### src/sars_pkg.sv
// Package for the summed-area table region-sum block.
// Field widths, codes, state encoding and controller/datapath structs.
// No dependencies.
`default_nettype none

package sars_pkg;

  // Field widths
  localparam int SIZE_W    = 7;
  localparam int COORD_W   = 6;
  localparam int ELEM_W    = 16;
  localparam int RSUM_W    = 22;
  localparam int SUM_W     = 28;
  localparam int STATUS_W  = 2;
  localparam int CFG_IDX_W = 2;

  // Register indexes and reset values
  localparam logic [CFG_IDX_W-1:0] REG_NUM_ROWS = 2'd0;
  localparam logic [CFG_IDX_W-1:0] REG_NUM_COLS = 2'd1;
  localparam logic [SIZE_W-1:0]    SIZE_RESET   = 7'd64;

  // Item modes
  localparam logic MODE_LOAD  = 1'b0;
  localparam logic MODE_QUERY = 1'b1;

  typedef enum logic [STATUS_W-1:0] {
    STATUS_OK         = 2'd0,
    STATUS_BAD_CORNER = 2'd1,
    STATUS_NOT_LOADED = 2'd2
  } sars_status_t;

  // Four corners of a region query
  typedef enum logic [1:0] {
    CNR_BR = 2'd0,  // (bottom, right)
    CNR_TR = 2'd1,  // (top-1, right)
    CNR_BL = 2'd2,  // (bottom, left-1)
    CNR_TL = 2'd3   // (top-1, left-1)
  } sars_corner_t;

  typedef enum logic [2:0] {
    S_IDLE,
    S_LD_WRITE,
    S_Q_RD_BR,
    S_Q_RD_TR,
    S_Q_RD_BL,
    S_Q_RD_TL,
    S_Q_SETTLE,
    S_Q_DONE
  } sars_state_t;

  // Controller to datapath
  typedef struct packed {
    logic         ld_start;
    logic         q_start;
    logic         ld_write;
    logic         q_rd;
    sars_corner_t corner;
    logic         out_load;
  } sars_cmd_t;

  // Datapath to controller
  typedef struct packed {
    logic q_fail;
  } sars_stat_t;

endpackage

`default_nettype wire

### src/sars_ctrl.sv
// Controller FSM: sequences table loads and region queries of up to four reads.
// Depends on sars_pkg (state enum, command and status structs).
`default_nettype none

module sars_ctrl (
  input  logic                 clk,
  input  logic                 rst,
  input  logic                 item_valid,
  input  logic                 item_mode,
  output logic                 item_ready,
  output logic                 result_valid,
  input  logic                 result_ready,
  input  sars_pkg::sars_stat_t stat,
  output sars_pkg::sars_cmd_t  cmd
);
  import sars_pkg::*;

  sars_state_t state, state_next;
  logic        out_valid;
  logic        slot_free;

  assign slot_free    = !out_valid || result_ready;
  assign result_valid = out_valid;

  // State register
  always_ff @(posedge clk) begin
    if (rst) begin
      state <= S_IDLE;
    end else begin
      state <= state_next;
    end
  end

  // Result slot: set on load, cleared when the transaction completes
  always_ff @(posedge clk) begin
    if (rst) begin
      out_valid <= 1'b0;
    end else if (cmd.out_load) begin
      out_valid <= 1'b1;
    end else if (result_ready) begin
      out_valid <= 1'b0;
    end
  end

  // Next state
  always_comb begin
    state_next = state;
    case (state)
      S_IDLE: begin
        if (item_valid) begin
          state_next = (item_mode == MODE_QUERY) ? S_Q_RD_BR : S_LD_WRITE;
        end
      end
      S_LD_WRITE: state_next = S_IDLE;
      S_Q_RD_BR:  state_next = stat.q_fail ? S_Q_DONE : S_Q_RD_TR;
      S_Q_RD_TR:  state_next = S_Q_RD_BL;
      S_Q_RD_BL:  state_next = S_Q_RD_TL;
      S_Q_RD_TL:  state_next = S_Q_SETTLE;
      S_Q_SETTLE: state_next = S_Q_DONE;
      S_Q_DONE: begin
        if (slot_free) begin
          state_next = S_IDLE;
        end
      end
      default:    state_next = S_IDLE;
    endcase
  end

  // Outputs
  always_comb begin
    item_ready   = 1'b0;
    cmd          = '0;
    cmd.corner   = CNR_BR;
    case (state)
      S_IDLE: begin
        item_ready   = 1'b1;
        cmd.ld_start = item_valid && (item_mode == MODE_LOAD);
        cmd.q_start  = item_valid && (item_mode == MODE_QUERY);
      end
      S_LD_WRITE: cmd.ld_write = 1'b1;
      S_Q_RD_BR: begin
        cmd.q_rd   = !stat.q_fail;
        cmd.corner = CNR_BR;
      end
      S_Q_RD_TR: begin
        cmd.q_rd   = 1'b1;
        cmd.corner = CNR_TR;
      end
      S_Q_RD_BL: begin
        cmd.q_rd   = 1'b1;
        cmd.corner = CNR_BL;
      end
      S_Q_RD_TL: begin
        cmd.q_rd   = 1'b1;
        cmd.corner = CNR_TL;
      end
      S_Q_SETTLE: ;
      S_Q_DONE:   cmd.out_load = slot_free;
      default:    ;
    endcase
  end

endmodule

`default_nettype wire

### config.mk
export PLATFORM = sky130hd
export DESIGN_NAME = sars_ctrl
export DESIGN_NICKNAME = d
export VERILOG_FILES = /design/src/sars_pkg.sv /design/src/sars_ctrl.sv
export SDC_FILE = /design/constraint.sdc
export NUM_CORES = 1
export LEC_CHECK = 0
export BUFFER_PORTS_ARGS = -buffer_cell sky130_fd_sc_hd__buf_2
export CAP_MARGIN = 20
export CORE_AREA = 2 2 39 41
export DETAILED_ROUTE_END_ITERATION = 10
export DIE_AREA = 0 0 41 43
export REMOVE_ABC_BUFFERS = 1
export SYNTH_ARGS = -nofsm -noshare
export SYNTH_HDL_FRONTEND = slang
export SYNTH_SLANG_ARGS = --single-unit
export TNS_END_PERCENT = 50
### constraint.sdc
create_clock -name clk -period 1.4 [get_ports clk]
set_input_delay 0.21 -clock clk [delete_from_list [all_inputs] [get_ports clk]]
set_output_delay 0.21 -clock clk [all_outputs]
set_load 0.005 [all_outputs]
; After elaboration in Yosys (flattened, before gate mapping)
; Index checks and enable logic that the tools add are counted.
[classes]
n_mux = 12
n_eq_ne = 9
bitwise_logic = 1
reduce_logical = 8
[ops]
columns = op, n
row1 = case mux 3 bit (8 select lines), 1
row2 = "== test 3 bit, second input constant", 4
row3 = case mux 3 bit (4 select lines), 1
row4 = two-way mux 3 bit, 3
row5 = "== test 3 x 2 -> 1 bit, second input constant", 2
row6 = two-way mux 1 bit, 5
row7 = two-way mux 2 bit, 2
row8 = "!= test 2 bit, second input constant", 2
row9 = "== test 3 x 1 -> 1 bit, second input constant", 1
row10 = zero test 3 bit, 1
row11 = logical AND 1 bit, 2
row12 = zero test 1 bit, 2
row13 = AND reduction 2 bit, 1
row14 = nonzero test 2 bit, 1
row15 = logical OR 1 bit, 1
row16 = inverter 1 bit, 1
[totals]
regBits = 4
inputBits = 6

; Longest topological paths before layout
; Gate-level depths: netlist of the first run.
[logic_depth]
word_depth = 4
mapped_depth = 5
ltp_nobuf = 4

; Least setup slack after synthesis of the first run
; Ideal clock, no wire load.
[synth_path]
kind = register to output
start = register state[1]
end = output cmd[5] in the netlist's numbering
setup_slack_ps = 329
arrival_ps = 861
path_stages_with_launch = 4
cell_sequence = dfxtp_1 -> buf_6 -> nor3_2 -> and3_2
[synth_lines]
columns = item, line_no
row1 = from (decl), sars_ctrl.sv:18  ; sars_state_t state, state_next;
row2 = from (signal assigned), sars_ctrl.sv:30  ; state <= state_next;
row3 = to (decl), sars_ctrl.sv:14  ; output sars_pkg::sars_cmd_t cmd

==> results of run 1 <==
## per-stage QoR
stage | utilization (%) | instance area [um^2] | cells | worst slack, ns
2_1_floorplan | - | 259.0 | 35 | 0.3306
3_3_place_gp | 25.23 | 349.1 | 65 | 0.1993
3_5_place_dp | 25.23 | 349.1 | 65 | 0.1805
4_1_cts | 27.03 | 374.1 | 68 | 0.002707
5_1_grt | 29.75 | 411.6 | 70 | 0.006904
6_report | 29.75 | 411.6 | 70 | 0.08566
## worst max-delay path: stages (launching register included)
cell and delay [ns]:
dfxtp_4 0.37, inv_1 0.06, nand2_1 0.07, inv_1 0.05, or2_1 0.21, buf_2 0.12
## final timing paths
kind	start	slack, ns	endpoint
worst min-delay path	rst	0.15	state[0]
worst min register to register	state[0]	0.52	state[1]
worst max-delay path	state[1]	0.09	cmd[3]
worst max register to register	state[2]	0.28	state[1]
## synth_stat cells
cell and count:
o21ai_0 1, and2b_1 1, and3_2 1, nand3_1 2
inv_1 4, o31ai_1 1, nand2b_1 1, buf_2 1
buf_6 1, nor2b_1 3, dfxtp_1 4, or2_1 1
nor2_1 4, o21a_1 1, a211oi_2 1, a21oi_1 3
nand2_1 2, nor3_1 2, nor3_2 2, a21o_1 1
## logic make-up (layout without fill, tap and decap cells)
group	count (synthesis)	after routing	share of synthesized area, %
AO/OA/AOI/OAI	8	8	20.00
AND/OR/NAND/NOR	19	19	39.55
buffers and inverters	6	23	11.36
flip-flops	4	4	29.09
## area by class of cell
| cell class | instances | area share (%) |
|---|---|---|
| Multi-Input combinational cell | 27 | 41.34 |
| Sequential cell | 4 | 21.58 |
| Inverter | 4 | 3.647 |
| Timing Repair Buffer | 16 | 23.10 |
| Clock buffer | 3 | 5.471 |
| Tap cell | 16 | 4.863 |
## per-layer routing
metal / vias up / wire length (um)
met1: 132 / 260
met3: 0 / 46
li1: 158 / -
met5: - / 0
met2: 8 / 300
met4: 0 / 0
## layout by cell type (no fill, tap or decap)
master / netlist / final
and2b_1: 1 / 1
a21oi_1: 3 / 3
and3_2: 1 / 1
a21o_1: 1 / 1
nand2_1: 2 / 2
clkbuf_4: 0 / 3
nor2_1: 4 / 4
nor3_2: 2 / 1
o31ai_1: 1 / 1
dfxtp_1: 4 / 1
dfxtp_4: 0 / 2
inv_1: 4 / 4
buf_2: 1 / 14
nand2b_1: 1 / 1
o21a_1: 1 / 1
nor3_4: 0 / 1
nor3_1: 2 / 2
nor2b_1: 3 / 3
or2_1: 1 / 1
dfxtp_2: 0 / 1
o21ai_0: 1 / 1
nand3_1: 2 / 2
dlymetal6s2s_1: 0 / 2
a211oi_2: 1 / 1
## registers in the layout (all words and copies together) (netlist names)
signal and cells:
state 3, result_valid 1
## power groups by stage
stage / Combinational (mW) / Sequential [mW] / Clock [mW]
6_report: 0.113 / 0.144 / 0.143
5_1_grt: 0.127 / 0.146 / 0.161
4_1_cts: 0.0969 / 0.144 / 0.151
3_5_place_dp: 0.0963 / 0.145 / 0
3_3_place_gp: 0.0960 / 0.144 / 0
2_1_floorplan: 0.0603 / 0.141 / 0
## repair_timing
action                                  4_1_cts  5_1_grt
resized for setup                             2        4
setup buffers                                 0        2
gates cloned                                  0        0
endpoints found under the setup margin        3        4
==> results.md, run 1 <==
- Status: finished, final reports clean
- Final Wtd Congestion: 0.6542
- CP Capture Type: output pin
- Synthesized area: 275.3 um^2
- Max cap viols: 0
- Clock power frac: 35.8%
- Number of global-route vias before repair: 224
- Drt initial violations: 3
- Startpoint Class: register
- CP required: 1.19 ns
- Hold slack: 0.1521 ns
- Drt wl/cell: 8.671 um
- CTS tree: built
- Post-CTS Hold Buffers: 0
- Vias per cell: 4.257
- Register area share after synthesis: 29.09%
- Die H: 43 um
- Routed via count: 298
- Met3 usage: 4.712%
- Kind of critical path: reg -> out
- Crit path DAT: 1.10 ns
- Register-to-Register Path Depth: 4
- TNS Setup: 0 ns
- VDD IR max: 0.0003388 V
- Multi-input gate area: 170.2 um^2
- Unrepaired setup endpoints after global routing: false
- Post-synth top area share: 29.09%
- #FFs+latches synth: 4
- CTS Sinks: 4
- Most Crowded Layer GR: met2
- Antenna Nets Post-Route: 0
- Area growth syn-to-layout: 49.55%
- Slew @ Worst Pin: 0.2672 ns
- Layout cells sized above 1: 44.44%
- Final hold viol count: 0
- Combinational Power Share: 28.2%
- Slew margin rel.: 82.15%
- Row count: 14
- Total gr overflow: 0
- Sequential Area: 88.84 um^2
- Worst-skew pair later-pin latency: 0.23 ns
- Flop pwr share: 36.0%
- P_int: 283.1 uW
- # nets final: 62
- Max Buffers Root-to-Sink: 2
- Final Setup Violations: 0
- Largest net degree at the start of global routing: 11
- Ports: 15
- First-pass GRT wire length: 828 um
- CTS root buf: clkbuf_4
- FMAX: 760.8 MHz
- Max-slew violation count: 0
- Cell type with the largest total area after synthesis: dfxtp_1
- Tot GR Track Use: 7.530%
- Mean Syn Cell Area: 7.440 um^2
- Pwr Density: 970.1 nW/um^2
- Top post-synthesis cells by area: dfxtp_1 (29%), nor3_2 (7.3%), nor2b_1 (6.8%)
- Post-Route Skew: 0.003704 ns
- Synth warn: 0
- Starting Density: 19.89%
- Remaining DRCs: 0
- Core area: 1384 um^2
- Initial antenna violation count: 0
- Met2 GRT Util: 9.688%
- Final HPWL DP: 444.4 um
- Die ar.: 1763 um^2
- Drt total wl: 607 um
- Yosys cell types: 20
- Num CTS Buffers: 3
- CTS HTree Levels: 1
- CTS clk-pin slew, worst paths: 0.04 ns
- HP Class: in -> reg
- Final cycle utilization of the critical path: 93.88%
- Switching Fraction: 29.11%
- Met1 GRT Util: 8.360%
- First-pass DRT Iterations: 2
- Post-layout minimum cycle time: 1.314 ns
- Fillers: 163
- Pwr Total: 399.3 uW
- NetSw: 116.3 uW
- Port bufs: 14
- Hold path depth: 2
- Crit Path Max Fanout: 6
- Die X-Extent: 41 um
- Antenna fix cells: 0
- Cells after synthesis: 37
- Leak pwr: 0.2342 nW
(Power assumes the default switching activity.)
==> inputs of run 2 (changes only) <==
--- a/config.mk
+++ b/config.mk
@@ -10,6 +10,7 @@
 export CORE_AREA = 2 2 39 41
 export DETAILED_ROUTE_END_ITERATION = 10
 export DIE_AREA = 0 0 41 43
+export PLACE_DENSITY = 0.54
 export REMOVE_ABC_BUFFERS = 1
 export SYNTH_ARGS = -nofsm -noshare
 export SYNTH_HDL_FRONTEND = slang
==> constraint.sdc (replaced) <==
create_clock -name clk -period 1.53 [get_ports clk]
set_input_delay 0.2295 -clock clk [delete_from_list [all_inputs] [get_ports clk]]
set_output_delay 0.2295 -clock clk [all_outputs]
set_load 0.005 [all_outputs]
==> run 2 against run 1 <==
Net effect:
- cell area shrank 9.1%
- power shrank 13%
- wire length fell by 9.9%
- non-clock buffer count shrank 2
- highest routed layer is now met4
- sequential power is 8% lower
- clock power down 11%
- first-iteration DRC count is 67% higher
- final cell count decreased by 2.9%
- count of clock-buffer cells in the layout unchanged
==> results.md, run 2 (synthesis results as in run 1) <==
- Status: finished, final reports clean
- Drt initial violations: 5
- Max-slew violation count: 0
- Slowest CP cell: dfxtp_1
- DP Area: 349.1 um^2
- Final Setup Violations: 0
- Leak pwr: 0.1905 nW
- Design area: 374.1 um^2
- CTS HTree Levels: 1
- Crit path DAT: 1.15 ns
- First-pass GRT wire length: 834 um
- Max Buffers Root-to-Sink: 2
- # nets final: 60
- Ports: 15
- Slew @ Worst Pin: 0.2410 ns
- Commonest non-fill, non-tap cells in the layout: buf_2 (14), nor2_1 (4), inv_1 (4)
- Die X-Extent: 41 um
- Routed via count: 278
- Initial antenna violation count: 0
- CP Capture Type: output pin
- Final Wtd Congestion: 0.7302
- Antenna Nets Post-Route: 0
- HP Class: in -> reg
- Final cycle utilization of the critical path: 90.47%
- Post-CTS Setup Repair Bufs: 0
- Max cap viols: 0
- Row count: 14
- Pwr Density: 924.5 nW/um^2
- Unrepaired setup endpoints after global routing: false
- Crit Path Max Fanout: 6
- TNS Setup: 0 ns
- Total gr overflow: 0
- Post-layout minimum cycle time: 1.384 ns
- Final HPWL DP: 445.7 um
- Port bufs: 14
- Drt wl/cell: 8.044 um
- Biggest register: state
- FMAX: 722.5 MHz
- First-pass DRT Iterations: 3
- CTS tree: built
- Number of global-route vias before repair: 218
- Layout cells sized above 1: 44.23%
- Fillers: 169
- Starting Density: 19.89%
- Drt total wl: 547 um
- CTS Sinks: 4
- Final hold viol count: 0
- Largest register FFs: 3
- Vias per cell: 4.088
- Slew margin rel.: 83.90%
- Num CTS Buffers: 3
- Kind of critical path: reg -> out
- Largest net degree at the start of global routing: 11
- Crit path cell chain: nor3_2, and3_2, buf_2
- Remaining DRCs: 0
- CTS clk-pin slew, worst paths: 0.03 ns
- Worst-skew pair later-pin latency: 0.23 ns
- VDD IR max: 0.0004419 V
- Startpoint Class: register
- CTS root buf: clkbuf_4
- Area growth syn-to-layout: 35.91%
- Die H: 43 um
- Tot GR Track Use: 7.708%
- Commonest non-fill, non-tap cell in the layout: buf_2
- CP peak stage delay: 0.36 ns
- CP required: 1.30 ns
- Antenna fix cells: 0
- Post-CTS Hold Buffers: 0
- Die ar.: 1763 um^2
- Core area: 1384 um^2
- Post-Route Skew: 0.003003 ns
[run 2: path summary, 6_finish.rpt]
check	startpoint	endpoint	slack, ns	depth (start not counted)
setup / recovery	state[0]	cmd[5]	0.15	3
hold reg to reg	state[1]	state[0]	0.53	2
hold / removal	rst	state[0]	0.19	2
setup reg to reg	state[0]	state[1]	0.54	3
[run 2: metal layers]
layer  wire length (um)  GRT usage (%)  vias to the layer above
li1                   -              -                      152
met1                263          8.917                      115
met2                222          8.750                        9
met3                 53          3.141                        2
met4                  8          10.00                        0
met5                  0              0                        -
[run 2: final cells by class]
type                            count  area (um^2)  area share, %
Multi-Input combinational cell     27        163.9          43.81
Timing Repair Buffer               14        70.07          18.73
Clock buffer                        3        22.52          6.020
Tap cell                           16        20.02          5.351
Sequential cell                     4        82.58          22.07
Inverter                            4        15.01          4.013
[run 2: through the flow]
stage / instances / worst slack (ns) / util, % / total power [mW] / hold slack (ns)
global route: 68 / 0.03772 / 27.03 / 0.3761 / 0.2105
finish: 68 / 0.1459 / 27.03 / 0.3459 / 0.1878
CTS: 68 / 0.02811 / 26.85 / 0.3559 / 0.1821
global placement: 65 / 0.3084 / 25.23 / 0.2206 / 0.4244
floorplan: 35 / 0.4411 / - / 0.1844 / 0.2986
detailed placement: 65 / 0.2881 / 25.23 / 0.2210 / 0.4300
[run 2: worst max-delay path, delay by kind of cell (launching register included)]
family                 cells  cell delay, ns
and+or+nand+nor            2            0.47
DFF                        1            0.36
buffers and inverters      1            0.10
[run 2: report_power, final]
part           switching, mW  internal (mW)  total (mW)
clock                 0.0393         0.0875       0.127
sequential            0.0175          0.115       0.132
combinational         0.0410         0.0459      0.0868
total                 0.0978          0.248       0.346
[run 2: what timing repair did]
action | in CTS | in global routing
setup endpoints to repair | 0 | 1
endpoints found under the hold margin | 0 | 0
gates resized for setup | 0 | 2
